### src/design/led_level_store_and_apa102_framer_assert.svh
// Assertion macros for the LED level store and frame serializer.
`ifndef LED_LEVEL_STORE_AND_APA102_FRAMER_ASSERT_SVH
`define LED_LEVEL_STORE_AND_APA102_FRAMER_ASSERT_SVH
`ifndef SYNTHESIS
// Flag a condition that must never hold while out of reset.
`define LEDFR_NEVER(lbl, cond) \
  lbl: assert property (@(posedge clk) disable iff (rst) !(cond)) \
    else $error("ledfr: forbidden condition observed");
// Flag a consequent that fails in the cycle of its antecedent.
`define LEDFR_IMPLIES(lbl, ante, cons) \
  lbl: assert property (@(posedge clk) disable iff (rst) (ante) |-> (cons)) \
    else $error("ledfr: implication violated");
`else
`define LEDFR_NEVER(lbl, cond)
`define LEDFR_IMPLIES(lbl, ante, cons)
`endif
`endif

### src/design/ledfr_pkg.sv
// Shared types and constants for the LED level store and frame serializer.
`timescale 1ns / 1ps
`default_nettype none
package ledfr_pkg;

  localparam int NUM_THEMES = 5;

  // Opcodes of the input transaction; the queue carries the same codes.
  localparam logic [1:0] OP_CLEAR = 2'd0;
  localparam logic [1:0] OP_SET   = 2'd1;
  localparam logic [1:0] OP_EMIT  = 2'd2;

  // Configuration register indexes.
  localparam logic [2:0] REG_GLOBAL    = 3'd0;
  localparam logic [2:0] REG_AUTO      = 3'd1;
  localparam logic [2:0] REG_MIN       = 3'd2;
  localparam logic [2:0] REG_THEME0    = 3'd3;
  localparam logic [2:0] REG_THEME1    = 3'd4;
  localparam logic [2:0] REG_THEME2    = 3'd5;
  localparam logic [2:0] REG_THEME3    = 3'd6;
  localparam logic [2:0] REG_THEME4    = 3'd7;

  localparam logic [7:0] FULL_LEVEL    = 8'hFF;
  localparam logic [7:0] START_BYTE    = 8'h00;
  localparam logic [7:0] END_BYTE      = 8'hFF;
  localparam logic [7:0] HDR_MARK      = 8'hE0;
  localparam int         START_BYTES   = 4;

  localparam logic [7:0] RST_GLOBAL    = 8'd255;
  localparam logic       RST_AUTO      = 1'b1;
  localparam logic [7:0] RST_MIN       = 8'd10;

  typedef struct packed {
    logic [7:0]                       global_brightness;
    logic                             auto_brightness;
    logic [7:0]                       level_floor;
    logic [NUM_THEMES-1:0][23:0]      theme;
  } cfg_t;

  // One classified operation waiting for the back end.
  typedef struct packed {
    logic [1:0]  kind;
    logic [6:0]  idx;
    logic [15:0] count;
    logic [2:0]  band;
  } op_t;

  typedef struct packed {
    logic full;
    logic empty;
  } q_status_t;

endpackage
`default_nettype wire

### src/design/ledfr_ram.sv
// Generic single-write, single-read RAM with registered read data.
`timescale 1ns / 1ps
`default_nettype none
module ledfr_ram #(
  parameter int WIDTH = 32,
  parameter int DEPTH = 84,
  parameter int AW    = (DEPTH > 1) ? $clog2(DEPTH) : 1
) (
  input  wire logic             clk,
  input  wire logic             we,
  input  wire logic [AW-1:0]    waddr,
  input  wire logic [WIDTH-1:0] wdata,
  input  wire logic [AW-1:0]    raddr,
  output logic      [WIDTH-1:0] rdata
);

  logic [WIDTH-1:0] mem [DEPTH];

  always_ff @(posedge clk) begin
    if (we) begin
      mem[waddr] <= wdata;
    end
    rdata <= mem[raddr];
  end

endmodule
`default_nettype wire

### src/design/ledfr_front.sv
// Front end: decode input transactions into queue entries, drop no-ops.
`timescale 1ns / 1ps
`default_nettype none
module ledfr_front #(
  parameter int LED_COUNT = 84
) (
  input  wire logic              accept,
  input  wire logic [1:0]        opcode,
  input  wire logic [6:0]        led_index,
  input  wire logic [15:0]       contribution_count,
  output logic                   push,
  output ledfr_pkg::op_t         entry
);
  import ledfr_pkg::*;

  logic idx_ok;
  logic keep;

  assign idx_ok = {1'b0, led_index} < 8'(LED_COUNT);

  // Drop the unused opcode and sets aimed past the last LED.
  always_comb begin
    case (opcode)
      OP_CLEAR, OP_EMIT: keep = 1'b1;
      OP_SET:            keep = idx_ok;
      default:           keep = 1'b0;
    endcase
  end

  assign push = accept && keep;

  always_comb begin
    entry.kind  = opcode;
    entry.idx   = led_index;
    entry.count = contribution_count;
    if (contribution_count == 16'd0) begin
      entry.band = 3'd0;
    end else if (contribution_count <= 16'd3) begin
      entry.band = 3'd1;
    end else if (contribution_count <= 16'd6) begin
      entry.band = 3'd2;
    end else if (contribution_count <= 16'd9) begin
      entry.band = 3'd3;
    end else begin
      entry.band = 3'd4;
    end
  end

endmodule
`default_nettype wire

### src/design/ledfr_queue.sv
// Two-entry queue between the front end and the back end.
`timescale 1ns / 1ps
`default_nettype none
module ledfr_queue (
  input  wire logic                clk,
  input  wire logic                rst,
  input  wire logic                push,
  input  wire ledfr_pkg::op_t      wr_entry,
  input  wire logic                pop,
  output ledfr_pkg::op_t           head,
  output ledfr_pkg::q_status_t     status
);
  import ledfr_pkg::*;

  op_t        slot [2];
  logic       wr_ptr;
  logic       rd_ptr;
  logic [1:0] fill;

  assign head         = slot[rd_ptr];
  assign status.full  = fill == 2'd2;
  assign status.empty = fill == 2'd0;

  always_ff @(posedge clk) begin
    if (push) begin
      slot[wr_ptr] <= wr_entry;
    end
  end

  always_ff @(posedge clk) begin
    if (rst) begin
      wr_ptr <= 1'b0;
      rd_ptr <= 1'b0;
      fill   <= 2'd0;
    end else begin
      if (push) begin
        wr_ptr <= ~wr_ptr;
      end
      if (pop) begin
        rd_ptr <= ~rd_ptr;
      end
      case ({push, pop})
        2'b10:   fill <= fill + 2'd1;
        2'b01:   fill <= fill - 2'd1;
        default: fill <= fill;
      endcase
    end
  end

endmodule
`default_nettype wire

### src/design/ledfr_back.sv
// Back end: sequencer that runs clear, set and emit against the LED store.
`timescale 1ns / 1ps
`default_nettype none
module ledfr_back #(
  parameter int LED_COUNT = 84
) (
  input  wire logic                 clk,
  input  wire logic                 rst,
  input  wire ledfr_pkg::cfg_t      cfg,
  input  wire logic                 q_empty,
  input  wire ledfr_pkg::op_t       q_head,
  output logic                      q_pop,
  input  wire logic                 out_stall,
  output logic                      out_valid,
  output logic [7:0]                frame_byte,
  output logic                      frame_last
);
  import ledfr_pkg::*;

  localparam int FRAME_LEN = START_BYTES + 4 * LED_COUNT + (LED_COUNT + 15) / 16;
  localparam int BODY_END  = START_BYTES + 4 * LED_COUNT;
  localparam int POS_W     = $clog2(FRAME_LEN);
  localparam int ADDR_W    = (LED_COUNT > 1) ? $clog2(LED_COUNT) : 1;

  localparam logic [2:0] ST_IDLE = 3'd0;
  localparam logic [2:0] ST_LVL  = 3'd1;
  localparam logic [2:0] ST_MUL  = 3'd2;
  localparam logic [2:0] ST_WR   = 3'd3;
  localparam logic [2:0] ST_RD   = 3'd4;
  localparam logic [2:0] ST_OUT  = 3'd5;

  // floor(x / 255) for x up to 255 * 255.
  function automatic logic [7:0] div255(input logic [15:0] x);
    logic [16:0] s;
    s = {1'b0, x} + {9'b0, x[15:8]} + 17'd1;
    return s[15:8];
  endfunction

  logic [2:0]           state;
  logic [POS_W-1:0]     pos;
  logic [LED_COUNT-1:0] row_valid;

  // set path registers
  logic [ADDR_W-1:0]    cur_addr;
  logic [2:0]           cur_band;
  logic                 cur_zero;
  logic [23:0]          prod;
  logic [7:0]           lvl;
  logic [15:0]          red_prod;
  logic [15:0]          grn_prod;
  logic [15:0]          blu_prod;

  // emit path registers
  logic                 e_hdr;
  logic                 e_tail;
  logic [1:0]           e_part;
  logic                 e_last;
  logic                 rd_ok;
  logic [15:0]          hdr_prod;
  logic [7:0]           e_col;

  logic [POS_W-1:0]     rel;
  logic                 in_body;
  logic [ADDR_W-1:0]    raddr;
  logic [31:0]          rdata;
  logic                 we;
  logic [31:0]          wdata;
  logic [15:0]          cm1;
  logic [22:0]          lvl_sum;
  logic [7:0]           g;
  logic [23:0]          color;
  logic [7:0]           rd_lvl;
  logic [7:0]           rd_red;
  logic [7:0]           rd_grn;
  logic [7:0]           rd_blu;
  logic [7:0]           hdr_scaled;
  logic [7:0]           byte_next;
  logic                 out_free;

  assign rel     = pos - POS_W'(START_BYTES);
  assign in_body = (pos >= POS_W'(START_BYTES)) && (pos < POS_W'(BODY_END));
  assign raddr   = in_body ? ADDR_W'(rel[POS_W-1:2]) : '0;

  assign q_pop   = (state == ST_IDLE) && !q_empty;
  assign cm1     = q_head.count - 16'd1;
  assign lvl_sum = {15'b0, cfg.level_floor} + {1'b0, prod[23:2]};
  assign g       = (cfg.global_brightness < cfg.level_floor) ? cfg.level_floor
                                                              : cfg.global_brightness;
  assign color   = cfg.theme[cur_band];

  // Rows not written since the last clear read as black at full level.
  assign rd_lvl  = rd_ok ? rdata[7:0]   : FULL_LEVEL;
  assign rd_blu  = rd_ok ? rdata[15:8]  : 8'h00;
  assign rd_grn  = rd_ok ? rdata[23:16] : 8'h00;
  assign rd_red  = rd_ok ? rdata[31:24] : 8'h00;

  assign we      = state == ST_WR;
  assign wdata   = {div255(red_prod), div255(grn_prod), div255(blu_prod), lvl};

  assign hdr_scaled = div255(hdr_prod);
  assign out_free   = !out_valid || !out_stall;

  always_comb begin
    if (e_hdr) begin
      byte_next = START_BYTE;
    end else if (e_tail) begin
      byte_next = END_BYTE;
    end else if (e_part == 2'd0) begin
      byte_next = HDR_MARK | {3'b000, hdr_scaled[7:3]};
    end else begin
      byte_next = e_col;
    end
  end

  ledfr_ram #(
    .WIDTH (32),
    .DEPTH (LED_COUNT),
    .AW    (ADDR_W)
  ) u_store (
    .clk   (clk),
    .we    (we),
    .waddr (cur_addr),
    .wdata (wdata),
    .raddr (raddr),
    .rdata (rdata)
  );

  // Datapath registers; no reset needed.
  always_ff @(posedge clk) begin
    rd_ok <= row_valid[raddr];
    case (state)
      ST_IDLE: begin
        cur_addr <= ADDR_W'(q_head.idx);
        cur_band <= q_head.band;
        cur_zero <= q_head.count == 16'd0;
        prod     <= cm1 * (FULL_LEVEL - cfg.level_floor);
        e_hdr    <= pos < POS_W'(START_BYTES);
        e_tail   <= pos >= POS_W'(BODY_END);
        e_part   <= rel[1:0];
        e_last   <= pos == POS_W'(FRAME_LEN - 1);
      end
      ST_LVL: begin
        if (!cfg.auto_brightness) begin
          lvl <= FULL_LEVEL;
        end else if (cur_zero) begin
          lvl <= 8'd0;
        end else if (lvl_sum > 23'(FULL_LEVEL)) begin
          lvl <= FULL_LEVEL;
        end else begin
          lvl <= lvl_sum[7:0];
        end
      end
      ST_MUL: begin
        red_prod <= color[23:16] * lvl;
        grn_prod <= color[15:8] * lvl;
        blu_prod <= color[7:0] * lvl;
      end
      ST_RD: begin
        hdr_prod <= rd_lvl * g;
        case (e_part)
          2'd1:    e_col <= rd_blu;
          2'd2:    e_col <= rd_grn;
          default: e_col <= rd_red;
        endcase
      end
      default: begin
      end
    endcase
  end

  always_ff @(posedge clk) begin
    if (out_free && state == ST_OUT) begin
      frame_byte <= byte_next;
      frame_last <= e_last;
    end
  end

  // Control: sequencer state, frame position, row valid bits, output valid.
  always_ff @(posedge clk) begin
    if (rst) begin
      state     <= ST_IDLE;
      pos       <= '0;
      row_valid <= '0;
      out_valid <= 1'b0;
    end else begin
      if (state == ST_OUT && out_free) begin
        out_valid <= 1'b1;
      end else if (!out_stall) begin
        out_valid <= 1'b0;
      end
      case (state)
        ST_IDLE: begin
          if (!q_empty) begin
            case (q_head.kind)
              OP_CLEAR: row_valid <= '0;
              OP_SET:   state     <= ST_LVL;
              OP_EMIT:  state     <= ST_RD;
              default:  state     <= ST_IDLE;
            endcase
          end
        end
        ST_LVL: state <= ST_MUL;
        ST_MUL: state <= ST_WR;
        ST_WR: begin
          row_valid[cur_addr] <= 1'b1;
          state               <= ST_IDLE;
        end
        ST_RD: state <= ST_OUT;
        ST_OUT: begin
          if (out_free) begin
            pos   <= e_last ? '0 : pos + POS_W'(1);
            state <= ST_IDLE;
          end
        end
        default: state <= ST_IDLE;
      endcase
    end
  end

endmodule
`default_nettype wire

### src/design/led_level_store_and_apa102_framer.sv
// Top level: LED colour/level store with an APA102 frame byte serializer.
// Clear is done in the idle state; set LED goes through level, multiply, write;
// emit goes through read and output, plus any wait on out_stall.
// The back-end sequencer and one store write and one read port set the rate.
// rst (synchronous) clears the queue, store valid bits, frame position, output
// valid, and reloads the configuration registers.
`timescale 1ns / 1ps
`default_nettype none
`include "led_level_store_and_apa102_framer_assert.svh"
module led_level_store_and_apa102_framer #(
  parameter int LED_COUNT = 84
) (
  input  wire logic        clk,
  input  wire logic        rst,
  // input transaction channel
  input  wire logic        in_valid,
  output logic             in_stall,
  input  wire logic [1:0]  opcode,
  input  wire logic [6:0]  led_index,
  input  wire logic [15:0] contribution_count,
  // result transaction channel
  output logic             out_valid,
  input  wire logic        out_stall,
  output logic [7:0]       frame_byte,
  output logic             frame_last,
  // configuration write channel
  input  wire logic        cfg_valid,
  output logic             cfg_ready,
  input  wire logic [2:0]  cfg_index,
  input  wire logic [23:0] cfg_data
);
  import ledfr_pkg::*;

  cfg_t      cfg;
  op_t       fe_entry;
  op_t       q_head;
  q_status_t q_status;
  logic      fe_push;
  logic      q_pop;
  logic      in_accept;

  // The register file always takes a write; the block is idle by contract.
  assign cfg_ready = 1'b1;

  always_ff @(posedge clk) begin
    if (rst) begin
      cfg.global_brightness <= RST_GLOBAL;
      cfg.auto_brightness   <= RST_AUTO;
      cfg.level_floor       <= RST_MIN;
      cfg.theme             <= '0;
    end else if (cfg_valid && cfg_ready) begin
      case (cfg_index)
        REG_GLOBAL: cfg.global_brightness <= cfg_data[7:0];
        REG_AUTO:   cfg.auto_brightness   <= cfg_data[0];
        REG_MIN:    cfg.level_floor       <= cfg_data[7:0];
        REG_THEME0: cfg.theme[0]          <= cfg_data;
        REG_THEME1: cfg.theme[1]          <= cfg_data;
        REG_THEME2: cfg.theme[2]          <= cfg_data;
        REG_THEME3: cfg.theme[3]          <= cfg_data;
        REG_THEME4: cfg.theme[4]          <= cfg_data;
        default:    cfg.theme[0]          <= cfg.theme[0];
      endcase
    end
  end

  // Hold off the input side only when the queue has no room; results waiting
  // at the output never block the front end directly.
  assign in_stall  = q_status.full;
  assign in_accept = in_valid && !in_stall;

  ledfr_front #(
    .LED_COUNT (LED_COUNT)
  ) u_front (
    .accept             (in_accept),
    .opcode             (opcode),
    .led_index          (led_index),
    .contribution_count (contribution_count),
    .push               (fe_push),
    .entry              (fe_entry)
  );

  ledfr_queue u_queue (
    .clk      (clk),
    .rst      (rst),
    .push     (fe_push),
    .wr_entry (fe_entry),
    .pop      (q_pop),
    .head     (q_head),
    .status   (q_status)
  );

  // The back end drains the queue in order, so a set or clear is always
  // visible to the emit transactions that follow it.
  ledfr_back #(
    .LED_COUNT (LED_COUNT)
  ) u_back (
    .clk        (clk),
    .rst        (rst),
    .cfg        (cfg),
    .q_empty    (q_status.empty),
    .q_head     (q_head),
    .q_pop      (q_pop),
    .out_stall  (out_stall),
    .out_valid  (out_valid),
    .frame_byte (frame_byte),
    .frame_last (frame_last)
  );

  // Never pop an empty queue, never push into a full one.
  `LEDFR_NEVER(a_pop_empty, q_pop && q_status.empty)
  `LEDFR_NEVER(a_push_full, fe_push && q_status.full)
  // The closing byte of every frame is an end-frame byte.
  `LEDFR_IMPLIES(a_last_is_end, out_valid && frame_last, frame_byte == END_BYTE)

endmodule
`default_nettype wire

### config.mk
export PLATFORM = sky130hd
export DESIGN_NAME = led_level_store_and_apa102_framer
export DESIGN_NICKNAME = d
export VERILOG_FILES = /design/src/design/ledfr_pkg.sv /design/src/design/ledfr_ram.sv /design/src/design/ledfr_front.sv /design/src/design/ledfr_queue.sv /design/src/design/ledfr_back.sv /design/src/design/led_level_store_and_apa102_framer.sv
export VERILOG_INCLUDE_DIRS = /design/src /design/src/design
export SDC_FILE = /design/constraint.sdc
export NUM_CORES = 2
export LEC_CHECK = 0
export ABC_CLOCK_PERIOD_IN_PS = 10400
export BUFFER_PORTS_ARGS = -buffer_cell sky130_fd_sc_hd__buf_2
export CAP_MARGIN = 20
export CORE_MARGIN = 5
export CORE_UTILIZATION = 64
export CTS_CLUSTER_SIZE = 8
export DETAILED_ROUTE_END_ITERATION = 8
export PLACE_DENSITY = 0.78
export SLEW_MARGIN = 0
export SYNTH_ARGS = -nofsm -noshare
export SYNTH_HDL_FRONTEND = slang
export SYNTH_SLANG_ARGS = --single-unit
### constraint.sdc
create_clock -name clk -period 10.4 [get_ports clk]
set_input_delay 2.08 -clock clk [delete_from_list [all_inputs] [get_ports clk]]
set_output_delay 2.08 -clock clk [all_outputs]
set_load 0.02 [all_outputs]
# ---- After elaboration in Yosys (flattened, before gate mapping)
# Memory sizes are Yosys's and may differ from the RTL's. A register that Yosys moved wholly into a read port is not among the register bits.
# Index checks and enable logic that the tools add are counted.
dict set report word_totals {
  reg_bits 368
  ramBits 2744
  inputBits 57
  out_inout_bits 12
  wordCells 170
  memories 2
}
# name words width read_ports rd_clocked_by_memory_dff wr line_no
set mem_list {}
lappend mem_list {u_back.u_store.mem 84 32 1 1 1 ledfr_ram.sv:17} ;# logic [WIDTH-1:0] mem [DEPTH];
lappend mem_list {u_queue.slot 2 28 1 1 1 ledfr_queue.sv:15} ;# op_t slot [2];
dict set report classes {
  addsub 15
  multipliers 5
  magnitude_cmp 14
  eq_ne 27
  n_mux 39
  n_bitwise 3
  reduce_logical 33
}
# cell n
set op_table {}
lappend op_table {{two-way mux 84 bit} 2}
lappend op_table {{one-hot mux 84 bit (2 select lines)} 1}
lappend op_table {{bitwise OR 84 bit} 1}
lappend op_table {{binary-select mux 24 bit (select 3 bit)} 1}
lappend op_table {{two-way mux 8 bit} 9}
lappend op_table {{adder 16 x 1 -> 16 bit (second input constant)} 4}
lappend op_table {{adder 16 x 8 -> 16 bit} 4}
lappend op_table {{multiplier 8 x 8 -> 16 bit} 4}
lappend op_table {{zero test 16 bit} 2}
lappend op_table {{multiplier 16 x 24 -> 24 bit} 1}
lappend op_table {{two-way mux 24 bit} 1}
lappend op_table {{adder 8 x 22 -> 23 bit} 1}
lappend op_table {{greater-than comparator 23 x 8 -> 1 bit (second input constant)} 1}
lappend op_table {{equality test 3 bit (second input constant)} 6}
lappend op_table {{two-way mux 3 bit} 6}
lappend op_table {{AND reduction 2 bit} 9}
lappend op_table {{less-or-equal comparator 16 x 2 -> 1 bit (second input constant)} 1}
lappend op_table {{less-or-equal comparator 16 x 3 -> 1 bit (second input constant)} 1}
lappend op_table {{less-or-equal comparator 16 x 4 -> 1 bit (second input constant)} 1}
lappend op_table {{less-than comparator 7 x 8 -> 1 bit (second input constant)} 2}
lappend op_table {{one-hot mux 8 bit (2 select lines)} 1}
lappend op_table {{subtractor 16 x 1 -> 16 bit (second input constant)} 1}
lappend op_table {{one-hot mux 3 bit (5 select lines)} 1}
lappend op_table {{equality test 3 x 2 -> 1 bit (second input constant)} 4}
lappend op_table {{other kinds (36)} 71}

# ---- Longest topological paths before layout
dict set report depth {
  depth_word 6
  ltp_mapped 31
  mapped_depth_nobuf 28
}

# ---- By module
# Synthesis repeated with hierarchy kept, for this count alone.
dict set report unflattened {
  hier_cells 7690
  area_unflattened_um2 135230.9
}
# module n_inst cells_per_inst area_per_inst_um2 seq_area_each_um2
set modules_own_cells {}
lappend modules_own_cells {ledfr_ram 1 4472 103320.3 81358.0}
lappend modules_own_cells {ledfr_back 1 2572 23877.9 5775.5}
lappend modules_own_cells {led_level_store_and_apa102_framer 1 494 5494.0 2742.6}
lappend modules_own_cells {ledfr_queue 1 109 2219.6 1781.7}
lappend modules_own_cells {ledfr_front 1 43 319.1 0.0}

# ---- Worst setup path after synthesis
# Ideal clock, no wire load.
dict set report synth_timing {
  path_kind {register to register}
  startpoint {reg with a tool-made name}
  endpoint {reg u_back.prod[22], data pin}
  setup_ns 0.259
  t_arrival_ns 8.045
  required_ns 10.141
  slack_ns 2.096
  stages_incl_launch_ff 32
  path_buffers 5
  synth_period_minus_slack_ns 8.304
  cell_sequence {dfxtp_1 -> clkbuf_1 -> buf_1 -> clkbuf_1 -> buf_1 -> buf_1 -> mux2i_1 -> ha_1 -> o21ai_0 -> or2_2 -> xnor2_1 -> nor2_1 -> fa_1 -> inv_1 -> fa_1 -> inv_1 -> ha_1 -> ha_1 -> fa_1 -> inv_1 -> fa_1 -> inv_1 -> ha_1 -> a2111oi_0 -> o211ai_1 -> and3_1 -> o21a_1 -> o21a_1 -> o41a_1 -> a221o_1 -> o211ai_1 -> xnor2_1}
}
# item line_no
set synth_rtl {}
lappend synth_rtl {{end signal: assignment} ledfr_back.sv:136} ;# prod <= cm1 * (FULL_LEVEL - cfg.level_floor);
lappend synth_rtl {{end: declaration} ledfr_back.sv:47} ;# logic [23:0] prod;

==> impl_metrics.ini <==
[worst_setup_path]
critPathLaunchType = flop
cpPeakStageDelay_ps = 540
path_max_fanout = 55
rr_worst_depth = 27
critical_path.top_delay_family = adder cells
endpoint_kind = flop
cp_num_buf_inv = 5
r2r_slack_ps = 2460
crit_type = reg -> reg
r2r_end = u_back.prod[22]
cp.arrival_ps = 8630
slowest_stage = fa_1
cp.required_ps = 11090

[placement]
io_buffers = 67
dp_hpwl_um = 237000
placed_cells = 12529
place_congestion = 0.927
dp_slack_ps = 2450
dpl_cell_area_mm2 = 0.141

[run]
max_cap_viol_count = 0

[cells_and_area]
multi_input_area_mm2 = 0.0417
nFillCells = 12756
final_area_mm2 = 0.154
register_area_mm2 = 0.0917
drive_gt1_share_pct = 12.5
post-route-util_pct = 72.5
areaGrowthSynthToFinish_pct = 12.8
num-nets-final = 10762
stdcell_count = 13163

[grt]
antenna_found_initial = 33
grt_max_degree = 135
overflow = 0
grt_pass1_wl_um = 610000
globalRouteTotalUtil_pct = 37.5
grt_pass1_vias = 93234

[detailed_routing]
antenna_left = 0
wirelength_um = 422000
drcViolationCount = 0
firstDrtPassIters = 7
via_per_inst = 7.07
wire_per_inst_um = 32.1
vias = 93005
drtIter0Drc = 15795

[floorplanning]
std_cell_rows = 169
coreArea_mm2 = 0.212
start_util_pct = 64.3
chipWidth_um = 471
die_area_mm2 = 0.222
ios = 69
die_h_um = 471

[synth]
synth_cells = 9937
synth_top_family_by_area = compound AO/OA/AOI/OAI gates
syn_avg_cell_area_um2 = 13.7
synth-compound-area-share_pct = 9.22
synthMuxAreaShare_pct = 4.86
syn_nets = 10515
ys_async_sr_fraction_pct = 0
synth_area_mm2 = 0.136
ys_ff_latch = 3143
ys.flop_type = edfxtp_1
synth-xor-area-share_pct = 0.784
synthSimpleGateAreaFrac_pct = 8.84
synth_edf_count = 2871
synth-adder-area-share_pct = 6.04
synthDistinctLibCells = 88
yosysWarningCount = 0
seq_area_frac_synth_pct = 67.3

[pwr]
leakage_nw = 52.9
power.density_mw_per_mm2 = 238
power_mw = 36.6
vdd_ir_drop_max_v = 0.000469

[sta]
final-setup-viol-count = 0
slew_headroom_pct = 7.17
fin_skew_ps = 117
finalCriticalPeriod_ps = 7940
rsz0062_at_grt = false
hold_viol = 0
setup_slack_ps = 2460
fin_crit_sh_pct = 76.3
holdWs_ps = 452
clock.fmax_mhz = 126
fin_setup_tns_ps = 0
final-max-slew-violation-count = 0
worst_slew_pin_slew_ps = 1380

[clock_network]
insertion_delay_ps = 1020
cts_root_buf = clkbuf_16
cts_setup_buffers = 0
cts.sinks = 3143
cts_inserted_buffers = 443
cts_hold_buf = 0
htreeDepth = 5
cts_tree = built
clkSlewWorstSetupHoldPaths_ps = 50
clk_path_buf_depth = 4
cts_resized = 0

[min_path]
holdPathEnd = cfg[3]
min_path_cells = 2
hold_start = cfg[3]
hold_class = reg -> reg

[run_status]
status = finished, final reports clean
==> power by group <==
part,internal [mW],switching [mW]
clock network,7.68,5.03
logic,3.19,5.25
registers,15.2,0.202
total,26.1,10.5
==> registers in the layout, indices dropped and copies added, names as in the netlist, 3 cells and up, named ones only <==
register              flops
u_back.u_store.mem     2688
cfg                     137
u_back.row_valid         84
u_queue.slot             56
u_back.u_store.rdata     32
u_back.prod              22
u_back.blu_prod          16
u_back.grn_prod          16
u_back.hdr_prod          16
u_back.red_prod          16
u_back.pos                9
u_back.e_col              8
u_back.frame_byte         8
u_back.lvl                8
u_back.cur_addr           7
u_back.cur_band           3
u_back.state              3
==> metal layers <==
layer | track usage, % | vias to the layer above | wire (µm)
met5 | 0.195 | - | 169
met4 | 26.1 | 22 | 36100
met3 | 13.1 | 1869 | 65000
met2 | 56.1 | 8332 | 187000
met1 | 46.1 | 45199 | 134000
li1 | - | 37583 | -
==> kinds of logic after synthesis <==
kind of cell,Yosys count
other cells,1
compound gates,1937
xor+xnor,122
buf+inv,977
simple gates,2792
fa+ha+maj,521
mux,444
flops,3143
==> placed cells by master, fill, tap and decap left out, types with 227 or more instances in the layout <==
cell	count
clkbuf_16	449
a21oi_1	507
inv_1	381
buf_4	265
nand2_1	1432
fa_1	227
nor2_1	505
o21ai_0	344
edfxtp_1	2871
dfxtp_1	270
ha_1	293
a31oi_1	271
==> layout make-up <==
class | instances | area share (%)
tap | 2821 | 2.30
multi-input combinational | 5817 | 27.1
clock inverter | 10 | 0.0830
inverter | 384 | 0.941
sequential | 3143 | 59.6
timing repair buffer | 395 | 2.25
clock buffer | 576 | 7.63
antenna | 17 | 0.0277
==> cells in the mapped netlist, drive strengths merged, types with 144 or more instances <==
cell | number | share of area, %
a21oi | 509 | 1.9
a31oi | 272 | 1.2
buf | 264 | 1.0
clkbuf | 329 | 0.91
dfxtp | 272 | 4.0
edfxtp | 2871 | 63
fa | 227 | 3.3
ha | 294 | 2.7
inv | 383 | 1.1
mux2i | 221 | 1.6
mux4 | 169 | 2.8
nand2 | 1436 | 4.0
nand3 | 174 | 0.64
nor2 | 597 | 1.6
o21ai | 351 | 1.3
o221ai | 201 | 1.3
o22ai | 144 | 0.66
==> worst register-to-register path, cell delays in order (launching register included) <==
cell	delay (ps)
dfxtp_2	320
buf_4	500
mux2i_1	290
ha_1	210
o21ai_0	140
or2_2	370
xnor2_1	520
nor2_1	120
fa_1	500
inv_1	60
fa_1	480
inv_1	50
ha_1	170
ha_1	300
fa_1	540
inv_1	50
fa_1	470
inv_1	40
ha_1	340
a2111oi_0	480
o211ai_1	180
and3_1	220
o21a_1	180
o21a_1	180
o41a_1	380
a221o_1	340
o211ai_1	210
xnor2_1	80
==> worst max-delay path by stage <==
stage	from	endpoint	slack, ps	cells after the start
after global placement	flop	u_back.prod[23]	2610	24
after global routing	flop	u_back.prod[23]	2040	24
final	flop	u_back.prod[22]	2460	27
after CTS	flop	u_back.prod[22]	2460	27
after floorplan	flop	u_back.prod[22]	2100	31
after detailed placement	flop	u_back.prod[22]	2450	27
No activity file was read; power rests on OpenSTA's default activity.
